## src/design/mtt_pkg.sv

```systemverilog
package mtt_pkg;

    localparam int NUM_TIMERS_DEF = 16;

    localparam int OP_W   = 3;
    localparam int ID_W   = 5;
    localparam int MODE_W = 2;
    localparam int CNT_W  = 32;
    localparam int ST_W   = 2;

    // operation codes
    localparam logic [OP_W-1:0] OP_CREATE  = 3'd0;
    localparam logic [OP_W-1:0] OP_START   = 3'd1;
    localparam logic [OP_W-1:0] OP_STOP    = 3'd2;
    localparam logic [OP_W-1:0] OP_DELETE  = 3'd3;
    localparam logic [OP_W-1:0] OP_TICK    = 3'd4;
    localparam logic [OP_W-1:0] OP_SERVICE = 3'd5;

    // timer modes
    localparam logic [MODE_W-1:0] MODE_ONE_DELETE = 2'd0;
    localparam logic [MODE_W-1:0] MODE_LOOP       = 2'd1;
    localparam logic [MODE_W-1:0] MODE_ONE_KEEP   = 2'd2;

    // result status codes
    localparam logic [ST_W-1:0] ST_OK        = 2'd0;
    localparam logic [ST_W-1:0] ST_NOT_EXIST = 2'd1;
    localparam logic [ST_W-1:0] ST_RANGE     = 2'd2;
    localparam logic [ST_W-1:0] ST_NO_FREE   = 2'd3;

    typedef enum logic [1:0] {
        RS_STOPPED = 2'd0,
        RS_RUNNING = 2'd1,
        RS_EXPIRED = 2'd2
    } t_run;

    // slot update produced by the shared unit
    typedef struct packed {
        logic             act;
        logic             keep;
        t_run             run;
        logic             cnt_we;
        logic [CNT_W-1:0] cnt;
        logic             fire;
    } t_upd;

endpackage

```

## src/design/mtt_slot_alu.sv

```systemverilog
module mtt_slot_alu import mtt_pkg::*; (
    input  logic              i_tick,
    input  logic              i_running,
    input  logic              i_expired,
    input  logic [MODE_W-1:0] i_mode,
    input  logic [CNT_W-1:0]  i_cnt,
    input  logic [CNT_W-1:0]  i_per,
    output t_upd              o_upd
);

    logic [CNT_W-1:0] cnt_inc;

    // saturating increment
    assign cnt_inc = (&i_cnt) ? i_cnt : i_cnt + CNT_W'(1);

    always_comb begin
        o_upd      = '0;
        o_upd.keep = 1'b1;
        o_upd.run  = RS_STOPPED;
        if (i_tick) begin
            if (i_running) begin
                o_upd.act    = 1'b1;
                o_upd.cnt_we = 1'b1;
                o_upd.cnt    = cnt_inc;
                o_upd.run    = (cnt_inc >= i_per) ? RS_EXPIRED : RS_RUNNING;
            end
        end else if (i_expired) begin
            o_upd.fire = 1'b1;
            unique case (i_mode)
                MODE_ONE_DELETE: begin
                    o_upd.act  = 1'b1;
                    o_upd.keep = 1'b0;
                    o_upd.run  = RS_STOPPED;
                end
                MODE_LOOP: begin
                    o_upd.act    = 1'b1;
                    o_upd.cnt_we = 1'b1;
                    o_upd.run    = RS_RUNNING;
                end
                MODE_ONE_KEEP: begin
                    o_upd.act    = 1'b1;
                    o_upd.cnt_we = 1'b1;
                    o_upd.run    = RS_STOPPED;
                end
                default: begin
                    // undefined mode: stays expired
                    o_upd.act = 1'b0;
                end
            endcase
        end
    end

endmodule

```

## config.mk

```make
export PLATFORM = sky130hd
export DESIGN_NAME = mtt_slot_alu
export DESIGN_NICKNAME = d
export VERILOG_FILES = /design/src/design/mtt_pkg.sv /design/src/design/mtt_slot_alu.sv
export SDC_FILE = /design/constraint.sdc
export NUM_CORES = 1
export LEC_CHECK = 0
export BUFFER_PORTS_ARGS = -buffer_cell sky130_fd_sc_hd__buf_2
export CORE_ASPECT_RATIO = 1.1
export CORE_MARGIN = 5
export CORE_UTILIZATION = 51
export DETAILED_ROUTE_END_ITERATION = 10
export GPL_TIMING_DRIVEN = 0
export PLACE_DENSITY = 0.95
export SETUP_SLACK_MARGIN = 0.5
export SLEW_MARGIN = 20
export SYNTH_ARGS = -nofsm -noshare
export SYNTH_HDL_FRONTEND = slang
export SYNTH_SLANG_ARGS = --single-unit
```

## constraint.sdc

```tcl
create_clock -name vclk -period 7.8
set_input_delay 0.39 -clock vclk [all_inputs]
set_output_delay 0.39 -clock vclk [all_outputs]
set_load 0.01 [all_outputs]
```

### Word-level counts from Yosys, hierarchy flattened

Cells that the tools add are included.
Widths: inputs -> output; s select.

| storage, ports and cells | value |
|---|---|
| register bits | 0 |
| output and inout bits | 38 |
| logic and storage cells | 23 |

| operators by class | value |
|---|---|
| $add $sub $neg | 1 |
| order comparisons | 1 |
| equality and inequality tests | 2 |
| mux-type cells | 15 |
| reductions and logical operators | 4 |

Operators with widths:

| operator | count |
|---|---|
| $mux 32 | 2 |
| $mux 35 | 1 |
| $add 32x1->32 const B | 1 |
| $ge 32x32->1 | 1 |
| $reduce_and 32->1 | 1 |
| $mux 1 | 9 |
| $mux 5 | 1 |
| $mux 3 | 1 |
| $reduce_or 3->1 | 1 |
| $eq 2x1->1 const B | 1 |
| $eq 2x2->1 const B | 1 |
| $logic_not 2->1 | 1 |
| $mux 2 | 1 |
| $reduce_or 2->1 | 1 |

### Depth between registers and ports, before layout

Gate-level depths: netlist of run 1.

| logic depth | value |
|---|---|
| depth in word-level cells | 6 |
| depth in mapped cells | 15 |
| mapped depth without buffers | 14 |

### Worst setup path before layout of run 1

Ideal clock, no wire load.

| timing path | value |
|---|---|
| kind | input-to-output |
| from | in i_cnt[19] |
| to | out o_upd[34] (netlist bit) |
| arrival time | 2.954 ns |
| data required time | 7.410 ns |
| path slack | 4.456 ns |
| stages | 11 |
| buffers on the path | 0 |
| cells stage by stage | nand3_2 -> or4_4 -> nor4b_4 -> nor3_1 -> xor2_1 -> ha_1 -> nand4_1 -> nor4_1 -> nor3b_1 -> a211oi_1 -> a32o_1 |

RTL lines:

| item | line | RTL |
|---|---|---|
| start: declaration | mtt_slot_alu.sv:6 | `input logic [CNT_W-1:0] i_cnt,` |
| end: declaration | mtt_slot_alu.sv:8 | `output t_upd o_upd` |

==> results.json, run 1 <==
{
  "dpl_cell_area_um2": 2530,
  "critPathArrivalTime_ns": 3.94,
  "synthXorXnorAreaFrac": 0.126,
  "ant_nets": 0,
  "via_per_inst": 5.43,
  "crit_chain": "buf_2 > ha_1 > and3_1 > clkbuf_1 > and3_1 > nand4_1 > buf_2 > nand2_1 > xnor2_1 > ha_1 > a31o_2 > a211oi_1 > o21ai_0 > a211oi_1 > a32o_1 > buf_2",
  "synthCells": 286,
  "post-route-min-period_ns": 4.33,
  "worstSetupPathType": "in -> out",
  "vias": 2398,
  "final.setup.tns_ns": 0,
  "hold_path_class": "in -> out",
  "synth_compound_area_frac": 0.102,
  "slew_headroom": 0.659,
  "drive_above_1_share": 0.309,
  "seq_cells": 0,
  "synthesis.nets": 391,
  "port_buffers": 106,
  "hold_buffers": 0,
  "setup_violations": 0,
  "yosysTopAreaCell": "ha_1",
  "dr.first_iter.drc_count": 68,
  "fmaxAchievable_ghz": 0.231,
  "clkbuf_count": 0,
  "grt_pass1_vias": 2332,
  "cts_setup_buffers": 0,
  "crit_path_top_delay_cell": "a211oi_1",
  "synth_top_cells_by_area": "ha_1, xnor2_1, nor2b_1",
  "antenna_found_initial": 0,
  "synth-simple-area-share": 0.438,
  "end_kind": "output port",
  "ys_types": 42,
  "die_area_um2": 5140,
  "outcome": "completed",
  "io_pins": 107,
  "core_area_um2": 3650,
  "syn2layout_area_growth_pct": 30.6,
  "netlist_area_um2": 1940,
  "gp_congestion": 0.856,
  "p_leak_nw": 1.37,
  "finalPower_uw": 109,
  "layout_setup_ws_ns": 3.47,
  "avgSynthCellArea_um2": 6.79,
  "worst_slew_pin_slew_ns": 0.506,
  "drtPass1Iterations": 4,
  "globalRouteOverflowTotal": 0,
  "design_area_um2": 2530,
  "grt_pass1_wl_mm": 9.63,
  "synth_fa_ha_area_frac": 0.232,
  "regArea_um2": 0,
  "synth_top_family_by_area": "simple AND/OR/NAND/NOR gates",
  "hpwl_mm": 5.42,
  "synth.top_cell.area_share": 0.232,
  "yosys_warnings": 0,
  "die_w_um": 68.8,
  "fin_crit_sh": 0.556,
  "cpPeakStageDelay_ns": 0.43,
  "critPathRequiredTime_ns": 7.41,
  "power_density_nw_per_um2": 43.1,
  "cp_common_cell": "buf_2",
  "synthMuxAreaShare": 0.0110,
  "finalHoldViolCount": 0,
  "fp-row-count": 23,
  "synth_most_common_cell": "inv_1",
  "start_util": 0.531,
  "place_ws_ns": 3.53,
  "cap_violations": 0,
  "wl_per_cell_um": 13.8,
  "n_antenna_cell": 0,
  "yosys-top-cells-count": "inv_1, ha_1, nor2b_1, nand2_1, nand4_1",
  "drc_errors": 0,
  "routed_wl_mm": 6.09,
  "grt_max_degree": 11,
  "vdd_drop_max_v": 0.0000235,
  "final_nets": 499,
  "rsz0062_at_grt": "false",
  "cts_resized": 0,
  "slew_violations": 0,
  "ys_seq_area_frac": 0,
  "die_h_um": 74.7,
  "start_kind": "input pin",
  "grt_use_total": 0.233,
  "cp_max_fo": 10
}
[per-layer routing]
layer | vias up | routed length (um) | GRT usage
met5 | - | 0 | 0
met4 | 0 | 82 | 0.0433
met3 | 6 | 444 | 0.0224
met2 | 91 | 3330 | 0.479
met1 | 1078 | 2230 | 0.249
li1 | 1223 | - | -
[path summary, 6_finish.rpt]
| path | startpoint | to | slack [ns] | cells after the start |
|---|---|---|---|---|
| max | i_cnt[0] | o_upd[34] | 3.47 | 16 |
| min | i_tick | o_upd[0] | 1.17 | 3 |
[metrics by stage]
stage / cells / utilization / hold slack, ns
2_1_floorplan: 286 / - / 0.855
3_3_place_gp: 442 / 0.693 / 1.15
3_5_place_dp: 442 / 0.693 / 1.17
4_1_cts: 442 / 0.693 / 1.17
5_1_grt: 442 / 0.693 / 1.18
6_report: 442 / 0.693 / 1.17
[cell usage in the layout (no fill, tap or decap), types with 2 or more instances in the layout]
cell      synthesis  routed
ha_1             36      36
nand4_1          26      26
inv_1            37      37
buf_2             2     108
nor2_1            9       9
a21oi_1          13      13
nor2b_1          30      30
a211oi_1          3       3
nand2_1          27      27
and2_1            2       2
nor3_2            2       2
and3_1            6       6
and4_1            6       6
clkbuf_1          6       6
xor2_1            6       6
a21o_1            3       3
nor4_1            2       2
nor3_1            6       6
xnor2_1          22      22
nand3_1          15      15
o21ai_0           6       6
[cell type report]
type	instances	area [um^2]
multi-input cells	240	1770
plain buffers	8	32.5
repair buffers	106	531
fillers	335	1120
inverters	38	143
well taps	50	62.6
[worst max-delay path, delay by kind of cell]
| family | cells | cell delay (ns) |
|---|---|---|
| buffers and inverters | 4 | 0.81 |
| AND/OR/NAND/NOR | 4 | 0.78 |
| XOR/XNOR | 1 | 0.15 |
| AO/OA/AOI/OAI | 5 | 1.34 |
| adder cells (fa/ha/maj) | 2 | 0.45 |
[cell families after synthesis]
| group | Yosys count |
|---|---|
| AOI/OAI and AO/OA | 32 |
| xor gates and xnor gates | 28 |
| adders and majority gates | 36 |
| buffers and inverters | 46 |
| muxes | 2 |
| and+or+nand+nor | 142 |
[power breakdown]
group	internal [mW]	switching, mW	total [mW]
registers	0	0	0
clock network	0	0	0
logic	0.0499	0.0592	0.109
(Power assumes the default switching activity.)
==> run 2: changes to the inputs <==
CORE_UTILIZATION = 48   (was 51)
clock period = 4 ns   (was 7.8 ns; I/O delays follow)
==> run 2 against run 1 <==
Net effect: global-route usage down 0.45 points; critical path depth shrank 1; utilization grew 4.8 points; combinational power up 130%; die area rose by 5.4%; sequential share of layout area stayed put.
==> results.json, run 2 (synthesis results as in run 1) <==
{
  "globalRouteOverflowTotal": 0,
  "power_density_nw_per_um2": 87.1,
  "place_ws_ns": 0.100,
  "fmaxAchievable_ghz": 0.284,
  "met1_length_mm": 2.69,
  "design_area_um2": 2920,
  "antenna_found_initial": 0,
  "worst_slew_pin_slew_ns": 0.498,
  "gp_congestion": 0.838,
  "port_buffers": 106,
  "num-fill-cells": 283,
  "multiInputGateArea_um2": 1970,
  "grt_max_degree": 11,
  "die_area_um2": 5420,
  "p_leak_nw": 1.58,
  "seq_cells": 0,
  "finalHoldViolCount": 0,
  "hold_buffers": 0,
  "outcome": "completed",
  "wl_per_cell_um": 16.6,
  "end_kind": "output port",
  "hpwl_mm": 5.35,
  "clkPwrFrac": 0,
  "cap_violations": 0,
  "clkbuf_count": 0,
  "critPathArrivalTime_ns": 3.32,
  "syn2layout_area_growth_pct": 50.2,
  "drc_errors": 0,
  "start_kind": "input pin",
  "dr.first_iter.drc_count": 135,
  "n_antenna_cell": 0,
  "grt_pass1_wl_mm": 10.7,
  "vdd_drop_max_v": 0.0000520,
  "ant_nets": 0,
  "wl_met3_um": 558,
  "dpl_cell_area_um2": 2540,
  "crit_path_top_delay_cell": "or4_4",
  "final_nets": 515,
  "final.setup.tns_ns": 0,
  "worstSetupPathType": "in -> out",
  "critPathRequiredTime_ns": 3.80,
  "crit_chain": "buf_4 > nand4_1 > or4_4 > nor4b_4 > buf_4 > nor3_4 > xor2_1 > ha_1 > a21oi_2 > o21ai_2 > a211oi_2 > o31ai_2 > a211oi_2 > a32o_1 > buf_2",
  "whs_ns": 0.771,
  "drive_above_1_share": 0.404,
  "met2_length_mm": 3.95,
  "swShare": 0.549,
  "finalPower_uw": 254,
  "fin_crit_sh": 0.880,
  "io_pins": 107,
  "vias": 2665,
  "layout_common_cells": "buf_2, inv_1, ha_1",
  "grt_pass1_vias": 2493,
  "post-route-min-period_ns": 3.52,
  "die_h_um": 76.7,
  "grt_use_total": 0.228,
  "setup_violations": 0,
  "start_util": 0.493,
  "cp_num_buf_inv": 3,
  "final_common_cell": "buf_2",
  "rsz0062_at_grt": "false",
  "switchingPower_uw": 139,
  "slew_violations": 0,
  "dr.max_layer_used": "met4",
  "drtPass1Iterations": 4,
  "regArea_um2": 0,
  "seqPwrFrac": 0,
  "cp_max_fo": 5,
  "die_w_um": 70.6,
  "fp-row-count": 24,
  "routed_wl_mm": 7.62,
  "hold_path_class": "in -> out",
  "slew_headroom": 0.668,
  "p_comb_frac": 1.000,
  "cpPeakStageDelay_ns": 0.56,
  "layout_setup_ws_ns": 0.482,
  "cell_internal_pwr_uw": 115,
  "via_per_inst": 5.79,
  "cp_top_family": "compound AO/OA/AOI/OAI gates",
  "core_area_um2": 3930
}
-- run 2: final cells by class --
cell class	instances	area share
multi-input cells	240	0.675
repair buffers	122	0.233
inverters	38	0.0489
well taps	52	0.0223
plain buffers	8	0.0206
-- run 2: through the flow --
stage                     instances   util
final                           460  0.741
after floorplan                 286      -
after global routing            460  0.741
after global placement          444  0.645
after detailed placement        444  0.645
after CTS                       447  0.666
-- run 2: path summary, 6_finish.rpt --
kind | end | startpoint | slack, ns | cells after the start
max | o_upd[34] | i_cnt[16] | 0.48 | 15
min | o_upd[0] | i_tick | 0.77 | 3
-- run 2: layer usage --
layer	vias up	global-route usage
met3	51	0.0379
met1	1207	0.249
met2	154	0.434
li1	1253	-
met4	0	0.0789
met5	-	0
-- run 2: repair_timing --
item | in CTS | in global routing
resized for setup | 13 | 51
pin swaps | 10 | 34
buffers inserted | 3 | 13
endpoints found under the setup margin | 2 | 2
-- run 2: power by group through the flow --
stage | registers (mW) | logic [mW] | clock network, mW
5_1_grt | 0 | 0.279 | 0
4_1_cts | 0 | 0.219 | 0
2_1_floorplan | 0 | 0.120 | 0
6_report | 0 | 0.254 | 0
3_3_place_gp | 0 | 0.200 | 0
3_5_place_dp | 0 | 0.210 | 0
-- run 2: tightest hold or removal path: stages --
cell and delay, ns:
buf_2 0.13, nor2b_1 0.09, buf_2 0.15
