[config.mk]
export PLATFORM = sky130hd
export DESIGN_NAME = mtt_store
export DESIGN_NICKNAME = d
export VERILOG_FILES = /design/src/design/mtt_pkg.sv /design/src/design/mtt_store.sv
export SDC_FILE = /design/constraint.sdc
export NUM_CORES = 1
export LEC_CHECK = 0
export BUFFER_PORTS_ARGS = -buffer_cell sky130_fd_sc_hd__buf_2
export CORE_MARGIN = 2
export CORE_UTILIZATION = 57
export DETAILED_ROUTE_END_ITERATION = 12
export GPL_TIMING_DRIVEN = 1
export PLACE_DENSITY = 0.74
export SYNTH_ARGS = -nofsm -noshare
export SYNTH_HDL_FRONTEND = slang
export SYNTH_SLANG_ARGS = --single-unit
[constraint.sdc]
create_clock -name i_clk -period 3 [get_ports i_clk]
set_input_delay 0.15 -clock i_clk [delete_from_list [all_inputs] [get_ports i_clk]]
set_output_delay 0.15 -clock i_clk [all_outputs]
set_load 0.05 [all_outputs]
[src/design/mtt_pkg.sv]
package mtt_pkg;

    localparam int NUM_TIMERS_DEF = 16;

    localparam int OP_W   = 3;
    localparam int ID_W   = 5;
    localparam int MODE_W = 2;
    localparam int CNT_W  = 32;
    localparam int ST_W   = 2;

    // operation codes
    localparam logic [OP_W-1:0] OP_CREATE  = 3'd0;
    localparam logic [OP_W-1:0] OP_START   = 3'd1;
    localparam logic [OP_W-1:0] OP_STOP    = 3'd2;
    localparam logic [OP_W-1:0] OP_DELETE  = 3'd3;
    localparam logic [OP_W-1:0] OP_TICK    = 3'd4;
    localparam logic [OP_W-1:0] OP_SERVICE = 3'd5;

    // timer modes
    localparam logic [MODE_W-1:0] MODE_ONE_DELETE = 2'd0;
    localparam logic [MODE_W-1:0] MODE_LOOP       = 2'd1;
    localparam logic [MODE_W-1:0] MODE_ONE_KEEP   = 2'd2;

    // result status codes
    localparam logic [ST_W-1:0] ST_OK        = 2'd0;
    localparam logic [ST_W-1:0] ST_NOT_EXIST = 2'd1;
    localparam logic [ST_W-1:0] ST_RANGE     = 2'd2;
    localparam logic [ST_W-1:0] ST_NO_FREE   = 2'd3;

    typedef enum logic [1:0] {
        RS_STOPPED = 2'd0,
        RS_RUNNING = 2'd1,
        RS_EXPIRED = 2'd2
    } t_run;

    // slot update produced by the shared unit
    typedef struct packed {
        logic             act;
        logic             keep;
        t_run             run;
        logic             cnt_we;
        logic [CNT_W-1:0] cnt;
        logic             fire;
    } t_upd;

endpackage

[src/design/mtt_store.sv]
module mtt_store import mtt_pkg::*; #(
    parameter int NUM_TIMERS = NUM_TIMERS_DEF,
    localparam int IW = (NUM_TIMERS > 1) ? $clog2(NUM_TIMERS) : 1
) (
    input  logic              i_clk,
    input  logic [IW-1:0]     i_wr_addr,
    input  logic              i_wr_cfg,
    input  logic              i_wr_cnt_we,
    input  logic [CNT_W-1:0]  i_wr_cnt,
    input  logic [MODE_W-1:0] i_wr_mode,
    input  logic [CNT_W-1:0]  i_wr_per,
    input  logic [IW-1:0]     i_rd_addr,
    output logic [CNT_W-1:0]  o_rd_cnt,
    output logic [CNT_W-1:0]  o_rd_per,
    output logic [MODE_W-1:0] o_rd_mode
);

    logic [CNT_W-1:0]  r_cnt_mem  [NUM_TIMERS];
    logic [CNT_W-1:0]  r_per_mem  [NUM_TIMERS];
    logic [MODE_W-1:0] r_mode_mem [NUM_TIMERS];

    always_ff @(posedge i_clk) begin
        if (i_wr_cnt_we) begin
            r_cnt_mem[i_wr_addr] <= i_wr_cnt;
        end
        if (i_wr_cfg) begin
            r_per_mem[i_wr_addr]  <= i_wr_per;
            r_mode_mem[i_wr_addr] <= i_wr_mode;
        end
    end

    // registered read port
    always_ff @(posedge i_clk) begin
        o_rd_cnt  <= r_cnt_mem[i_rd_addr];
        o_rd_per  <= r_per_mem[i_rd_addr];
        o_rd_mode <= r_mode_mem[i_rd_addr];
    end

endmodule

**Yosys cells after proc, flatten, opt, wreduce, memory -nomap -nowiden**

Memories as Yosys holds them, arrays and structs flattened. A register that Yosys moved wholly into a read port is not among the register bits.
Index checks and enable logic that the tools add are counted.

- Multiplexer cells: 4

Operators by type and width:

| operator | count |
|---|---|
| $mux W1 | 4 |

- Memories: 3
- Memory bits (writable): 1056
- Flip-flop bits (word level): 0
- Word-level logic and storage cells: 7
- Input bits: 77

Memory list:

| name | words | bits a word | read ports | clocked after memory_dff | wr ports | RTL line | text |
|---|---|---|---|---|---|---|---|
| r_cnt_mem | 16 | 32 | 1 | 1 | 1 | mtt_store.sv:18 | `logic [CNT_W-1:0] r_cnt_mem [NUM_TIMERS];` |
| r_per_mem | 16 | 32 | 1 | 1 | 1 | mtt_store.sv:19 | `logic [CNT_W-1:0] r_per_mem [NUM_TIMERS];` |
| r_mode_mem | 16 | 2 | 1 | 1 | 1 | mtt_store.sv:20 | `logic [MODE_W-1:0] r_mode_mem [NUM_TIMERS];` |

**Depth between registers and ports, before layout**

Gate-level depths: netlist of run 1.

- Depth after elaboration: 2
- Gate-level depth with buffers: 6
- Depth with buffers taken out: 3

**Worst setup path after synthesis of run 1**

OpenSTA, ideal clock, no wires.

- Kind: in2reg
- Start point: in i_wr_addr[3]
- End point: mem r_mode_mem[0][0] (enable)
- Setup slack: 469 ps
- Stages: 2
- Arrival: 2106 ps
- Path through: or3b_2 -> nor2_1

RTL lines:

| what | RTL line | text |
|---|---|---|
| start, declared | mtt_store.sv:6 | `input logic [IW-1:0] i_wr_addr,` |
| end, declared | mtt_store.sv:20 |  |

No word-level cell before the write port.

**Worst setup path in the final report of run 1**

- Start point: in i_wr_addr[1]
- End point: mem r_per_mem[9][25] (enable)

RTL lines:

| what | RTL line |
|---|---|
| end, declared | mtt_store.sv:19 |

No word-level cell before the write port.

==> results.txt, run 1 <==
Seq cells post-synth: 1122
Synth Area per Inst: 23.74 um2
DP HPWL: 47.35 mm
Ports: 143
H-tree Lvls: 3
Worst R2R Setup Slack: 1.50 ns
TNS Setup: 0 ns
XOR/XNOR share of the synthesized area: 0%
DRC Markers: 0
Nets: 2100
CORE AREA: 71240 um2
Int Power: 26.47 mW
Tightest Hold Check Type: in2reg
Placed Area: 43460 um2
Classification of the worst setup path: in2reg
Largest net degree at the start of global routing: 67
Critical path capture point: r_per_mem[9][25]
CTS tree: built
Drt pass-1 iters: 5
Antenna Nets Post-Route: 0
Clock Latency Late Sink: 0.66 ns
Die X-Extent: 271.9 um
Status: completed
Max clock buf depth: 3
Port Buffers: 142
# setup viols final: 0
Die Ht: 271.9 um
Vias/cell: 6.293
RSZ-0062 raised after global routing: false
Hold WS: 0.06670 ns
Max incr delay on CP: 0.71 ns
Std-Cell Rows: 98
Area Growth Syn to Fin: 16.97%
Distinct cell type count after synthesis: 18
Starting density of the core: 57.42%
Comb pwr share: 5.9%
Main combinational cell family by area after synthesis: multiplexers
RR Endpoint: o_rd_per[15]
Sw frac: 21.14%
Least-Margin Pin Slew: 0.9531 ns
CTS buffer count: 107
Top-area cell type share of the netlist area: 77.52%
Clk pwr share: 41.5%
Max Cap Viol: 0
Cell count along the critical path: 4
PD cells: 701.5 nW/um2
Final core occ: 67.16%
Worst rel slew slack: 36.46%
Post-CTS sizing: 0
Static Leak: 15.55 nW
Register share of total power: 52.6%
CP Launch Type: primary input
Clk_skew: 0.02028 ns
WP buf/inv: 2
GR Overflow Total: 0
Critical path arrival: 1.98 ns
CP startpoint: i_wr_addr[1]
Post-synthesis sequential area ratio: 80.75%
CP max stage cell: nor2_4
Worst-path maximum fanout: 14
Synth Area in Compound Gates: 2.422%
Area leader, netlist: edfxtp_1
Iteration-0 DRC Markers: 2214
Synth warnings: 0
Vias in the first global route: 20440
Mapped Nets: 1800
Tmin final: 1.641 ns
First-pass GRT wire length: 132.0 mm
Cell Area, Synth: 40910 um2
Total wire length: 89.26 mm
CP required: 3.34 ns
Max Clock Freq: 609.2 MHz
Synth Area in Simple Gates: 1.147%
Die ar.: 73920 um2
Max Slew Vio Count: 0
Layout cells sized above 1: 33.05%
Post-CTS Setup Inserts: 0
IR Drop Worst-Case VDD: 0.6578 mV
CP endpoint kind: flip-flop
Global-route usage over all layers: 24.53%
Vias: 19330
Critical path's top delay family: simple AND/OR/NAND/NOR gates
Final Hold Fails: 0
Fill cell count: 4339
Multiplexer share of the synthesized area: 14.53%
R2r worst-path depth: 3
CTS root buffer: clkbuf_16
Final instance area: 47850 um2
Sw power: 7.097 mW
DR WL/cell: 29.06 um
Post-Synthesis Cells: 1723
Gpl congestion: 0.7566
TritonCTS sink count: 1122
CP Cell Sequence: buf_2 > nand2b_1 > nor2_4 > buf_4
Clk slew on worst S/H paths: 0.06 ns
Initial antenna violation count: 7
Main area contributors after synthesis: edfxtp_1, mux4_2, dfxtp_1
Post-Synth Adder-Cell Area: 0%
FF-to-FF Start: r_per_mem[3][15]
Period utilisation layout: 54.72%
==> how the worst min path moves through the flow <==
| stage | startpoint | to | cells past startpoint |
|---|---|---|---|
| floorplan | i_wr_cnt[0] | r_cnt_mem[0][0] | 0 |
| global placement | i_wr_per[14] | r_per_mem[13][14] | 1 |
| detailed placement | i_wr_cnt[8] | r_cnt_mem[13][8] | 1 |
| CTS | i_rd_addr[2] | o_rd_cnt[7] | 4 |
| global route | i_rd_addr[2] | o_rd_cnt[15] | 4 |
| finish | i_rd_addr[2] | o_rd_cnt[15] | 4 |
==> cell type report <==
class	count	area (um2)	area share, %
clock buffers	142	3032	6.336
flip-flops and latches	1122	33030	69.03
multi-input cells	511	7671	16.03
well taps	950	1189	2.484
clock inverters	62	688.2	1.438
repair buffers	281	2227	4.655
diodes	4	10.01	0.02092
==> routing by layer <==
| metal | share of wire (%) | GRT usage [%] |
|---|---|---|
| met1 | 38 | 32.89 |
| met5 | 0.072 | 0 |
| met4 | 2.7 | 7.620 |
| met3 | 7.7 | 4.708 |
| met2 | 52 | 41.41 |
==> cell usage in the layout, fill, tap and decap left out <==
master / instances
nor2_4: 33
or2_2: 1
bufinv_16: 13
buf_12: 23
dfxtp_1: 66
clkinvlp_4: 7
mux4_2: 264
clkbuf_16: 109
buf_8: 2
clkinv_2: 28
nand3_1: 2
nand2_1: 69
dlygate4sd3_1: 66
or3b_2: 2
clkbuf_1: 15
clkinv_4: 1
clkinv_1: 7
clkbuf_8: 18
and2_4: 1
buf_4: 50
nor2b_1: 1
diode_2: 4
clkinv_8: 2
buf_2: 140
nor2b_4: 2
nand3b_1: 2
edfxtp_1: 1056
inv_6: 3
inv_8: 1
nand2b_1: 2
a22oi_1: 132
==> logic make-up (layout without fill, tap and decap cells) <==
family	Yosys count	count (layout)
AND/OR/NAND/NOR	115	115
buffers and inverters	90	485
other	0	4
AO/OA/AOI/OAI	132	132
flip-flops	1122	1122
multiplexers	264	264
==> worst register-to-register path: stages (launching register included) <==
cell and delay (ns):
edfxtp_1 0.36, mux4_2 0.47, a22oi_1 0.31, nand2_1 0.20
==> sequential cells by signal (all words and copies together), names as in the netlist <==
register,count
o_rd_per,32
o_rd_mode,2
r_per_mem,512
r_cnt_mem,512
r_mode_mem,32
o_rd_cnt,32
==> synthesized netlist by cell type <==
cell type / count
buf_4: 24
nand3_1: 2
buf_2: 9
or2_2: 1
a22oi_1: 132
nand2b_1: 2
clkbuf_1: 40
nor2_1: 33
nand3b_1: 2
nor2b_1: 3
and2_1: 1
edfxtp_1: 1056
mux4_2: 264
or3b_2: 2
nand2_1: 69
buf_6: 4
dfxtp_1: 66
buf_1: 13
==> stage by stage <==
stage	std cells	worst slack, ns	total power, mW
3_5_place_dp	2798	0.7170	19.90
3_3_place_gp	2798	0.8170	19.83
2_1_floorplan	1723	0.4686	19.15
6_report	3072	1.359	33.57
4_1_cts	3068	1.412	33.77
5_1_grt	3069	1.354	34.44
==> power groups by stage <==
stage               logic [mW]  clock network (mW)  registers, mW
global route              2.12                14.7           17.7
CTS                       2.02                14.1           17.7
detailed placement        1.92                   0           18.0
finish                    2.00                13.9           17.6
global placement          1.88                   0           17.9
floorplan                0.842                   0           18.3
==> what timing repair did <==
item                       in CTS  in global routing
setup endpoints to repair       0                  0
hold buffers                   66                  0
hold endpoints to repair     1056                  0
Note: power is estimated with default switching activity, not from simulation.
==> run 2, diff against run 1 <==
==> constraint.sdc (replaced) <==
create_clock -name i_clk -period 1.6 [get_ports i_clk]
set_input_delay 0.08 -clock i_clk [delete_from_list [all_inputs] [get_ports i_clk]]
set_output_delay 0.08 -clock i_clk [all_outputs]
set_load 0.05 [all_outputs]
==> run 2 against run 1 <==
Setup slack got worse by 1.2 ns. Flip-flop and latch count unchanged. Wire length is 4.6% higher. Global-route usage is 1.2 points higher. Worst hold slack better by 0.053 ns. Via count rose by 2.9%. First-iteration DRC count is 8.5% higher. Combinational power rose by 100%. Clock skew rose by 0.0054 ns. Die area is the same.
==> results.txt, run 2 (synthesized netlist as in run 1, its figures left out) <==
Max Clock Freq: 679.2 MHz
PD cells: 1264 nW/um2 (was 701.5 nW/um2)
DP Worst Slack: -0.06324 ns (was 0.7170 ns)
Sw frac: 21.57% (was 21.14%)
Worst rel slew slack: 65.76% (was 36.46%)
Register share of total power: 53.4% (was 52.6%)
Period utilisation layout: 92.02%
Max Cap Viol: 0 (unchanged)
Iteration-0 DRC Markers: 2402 (was 2214)
Max clock buf depth: 3 (unchanged)
GR Overflow Total: 0 (unchanged)
CP required: 1.52 ns (was 3.34 ns)
Port Buffers: 142 (unchanged)
Tmin final: 1.472 ns
First-pass GRT wire length: 137.7 mm (was 132.0 mm)
Post-CTS sizing: 0 (unchanged)
Critical path's top delay family: flip-flops (was simple AND/OR/NAND/NOR gates)
H-tree Lvls: 3 (unchanged)
IR Drop Worst-Case VDD: 1.063 mV (was 0.6578 mV)
Placed cell count: 2885 (was 2798)
Drt pass-1 iters: 7 (was 5)
Nets: 2188 (was 2100)
Gpl congestion: 0.7477 (was 0.7566)
Layout cells sized above 1: 34.50% (was 33.05%)
Clock Latency Late Sink: 0.68 ns (was 0.66 ns)
CTS Hold Bufs: 67 (was 66)
Comb pwr share: 6.5% (was 5.9%)
Max Slew Vio Count: 0 (unchanged)
Max incr delay on CP: 0.42 ns (was 0.71 ns)
Power, Total: 62.05 mW (was 33.57 mW)
Final Hold Fails: 0 (unchanged)
TritonCTS sink count: 1122 (unchanged)
Clk_skew: 0.02567 ns (was 0.02028 ns)
RSZ-0062 raised after global routing: false (unchanged)
CP max stage cell: dfxtp_1 (was nor2_4)
Classification of the worst setup path: reg2out (was in2reg)
CORE AREA: 71240 um2 (unchanged)
Critical path arrival: 1.39 ns (was 1.98 ns)
Most frequent cells in the layout: edfxtp_1, mux4_2, buf_2, a22oi_1, clkbuf_16 (unchanged)
DR WL/cell: 29.63 um (was 29.06 um)
Placed Area: 44950 um2 (was 43460 um2)
Clk pwr share: 40.2% (was 41.5%)
Largest net degree at the start of global routing: 42 (was 67)
CTS root buffer: clkbuf_16 (unchanged)
Die ar.: 73920 um2 (unchanged)
Initial antenna violation count: 9 (was 7)
Std-Cell Rows: 98 (unchanged)
Least-Margin Pin Slew: 0.5136 ns (was 0.9531 ns)
# setup viols final: 0 (unchanged)
DP HPWL: 51.05 mm (was 47.35 mm)
Vias in the first global route: 20940 (was 20440)
Die Ht: 271.9 um (unchanged)
Total wire length: 93.39 mm (was 89.26 mm)
Ports: 143 (unchanged)
Post-CTS Setup Inserts: 0 (unchanged)
CP Launch Type: flip-flop (was primary input)
CTS buffer count: 107 (unchanged)
Static Leak: 16.09 nW (was 15.55 nW)
Status: completed (unchanged)
Commonest non-fill, non-tap cell in the layout: edfxtp_1 (unchanged)
CP Cell Sequence: buf_2 (was buf_2 > nand2b_1 > nor2_4 > buf_4)
Post-route insts no fill: 3152 (was 3072)
WP buf/inv: 1 (was 2)
Tightest Hold Check Type: in2reg (unchanged)
Starting density of the core: 57.42% (unchanged)
Final setup margin: 0.1277 ns (was 1.359 ns)
Die X-Extent: 271.9 um (unchanged)
DRC Markers: 0 (unchanged)
Vias/cell: 6.313 (was 6.293)
Worst-path maximum fanout: 1 (was 14)
Global-route usage over all layers: 25.77% (was 24.53%)
CTS tree: built (unchanged)
Sw power: 13.39 mW (was 7.097 mW)
Area Growth Syn to Fin: 20.05% (was 16.97%)
CP endpoint kind: output pin (was flip-flop)
Final instance area: 49110 um2 (was 47850 um2)
Clk slew on worst S/H paths: 0.07 ns (was 0.06 ns)
Int Power: 48.66 mW (was 26.47 mW)
Final core occ: 68.93% (was 67.16%)
Antenna Nets Post-Route: 0 (unchanged)
Biggest regs: r_cnt_mem: 512 flops, r_per_mem: 512 flops (unchanged)
Vias: 19900 (was 19330)
-- run 2: cell types whose count changed in the layout (fill, tap and decap cells not counted), moves of 5 or more --
cell / previous run / this run
clkinv_1: 7 / 18
clkinvlp_4: 7 / 1
buf_12: 23 / 90
clkbuf_1: 15 / 26
bufinv_16: 13 / 8
clkbuf_8: 18 / 11
buf_4: 50 / 70
clkinv_2: 28 / 19
-- run 2: per-layer routing --
| layer | track usage, % | wire (um) | vias to the layer above |
|---|---|---|---|
| met1 | 34.84 | 34930 | 10540 |
| li1 | - | - | 8140 |
| met2 | 43.17 | 47900 | 1019 |
| met5 | 0 | 65 | - |
| met3 | 4.849 | 7864 | 193 |
| met4 | 8.256 | 2628 | 10 |
-- run 2: worst paths after layout --
kind / from / endpoint / depth (start not counted) / slack, ns
worst max-delay path: o_rd_per[17] / o_rd_per[17] / 1 / 0.13
worst min-delay path: i_wr_addr[2] / r_cnt_mem[2][18] / 3 / 0.12
worst max register to register: r_per_mem[11][3] / o_rd_per[3] / 3 / 0.15
worst min register to register: r_per_mem[12][31] / o_rd_per[31] / 3 / 0.66
-- run 2: cell type report --
class / instances / area (um2)
Antenna cell: 2 / 5.005
Clock buffer: 145 / 2952
Clock inverter: 53 / 530.5
Fill cell: 4140 / 22130
Multi-Input combinational cell: 511 / 7671
Sequential cell: 1122 / 33030
Tap cell: 950 / 1189
Timing Repair Buffer: 369 / 3729
-- run 2: power by group through the flow --
| stage | logic (mW) | clock network, mW | registers, mW |
|---|---|---|---|
| floorplan | 1.61 | 0 | 34.3 |
| global placement | 3.76 | 0 | 33.7 |
| detailed placement | 3.85 | 0 | 33.7 |
| CTS | 4.04 | 25.2 | 33.1 |
| global route | 4.23 | 26.4 | 33.1 |
| finish | 4.01 | 24.9 | 33.1 |
-- run 2: stage by stage --
stage	TNS (ns)	hold WS, ns
floorplan	-120.40	0.1789
CTS	0	0.07126
detailed placement	-0.9871	0.4637
finish	0	0.1198
global route	0	0.1179
global placement	-0.2157	0.4350
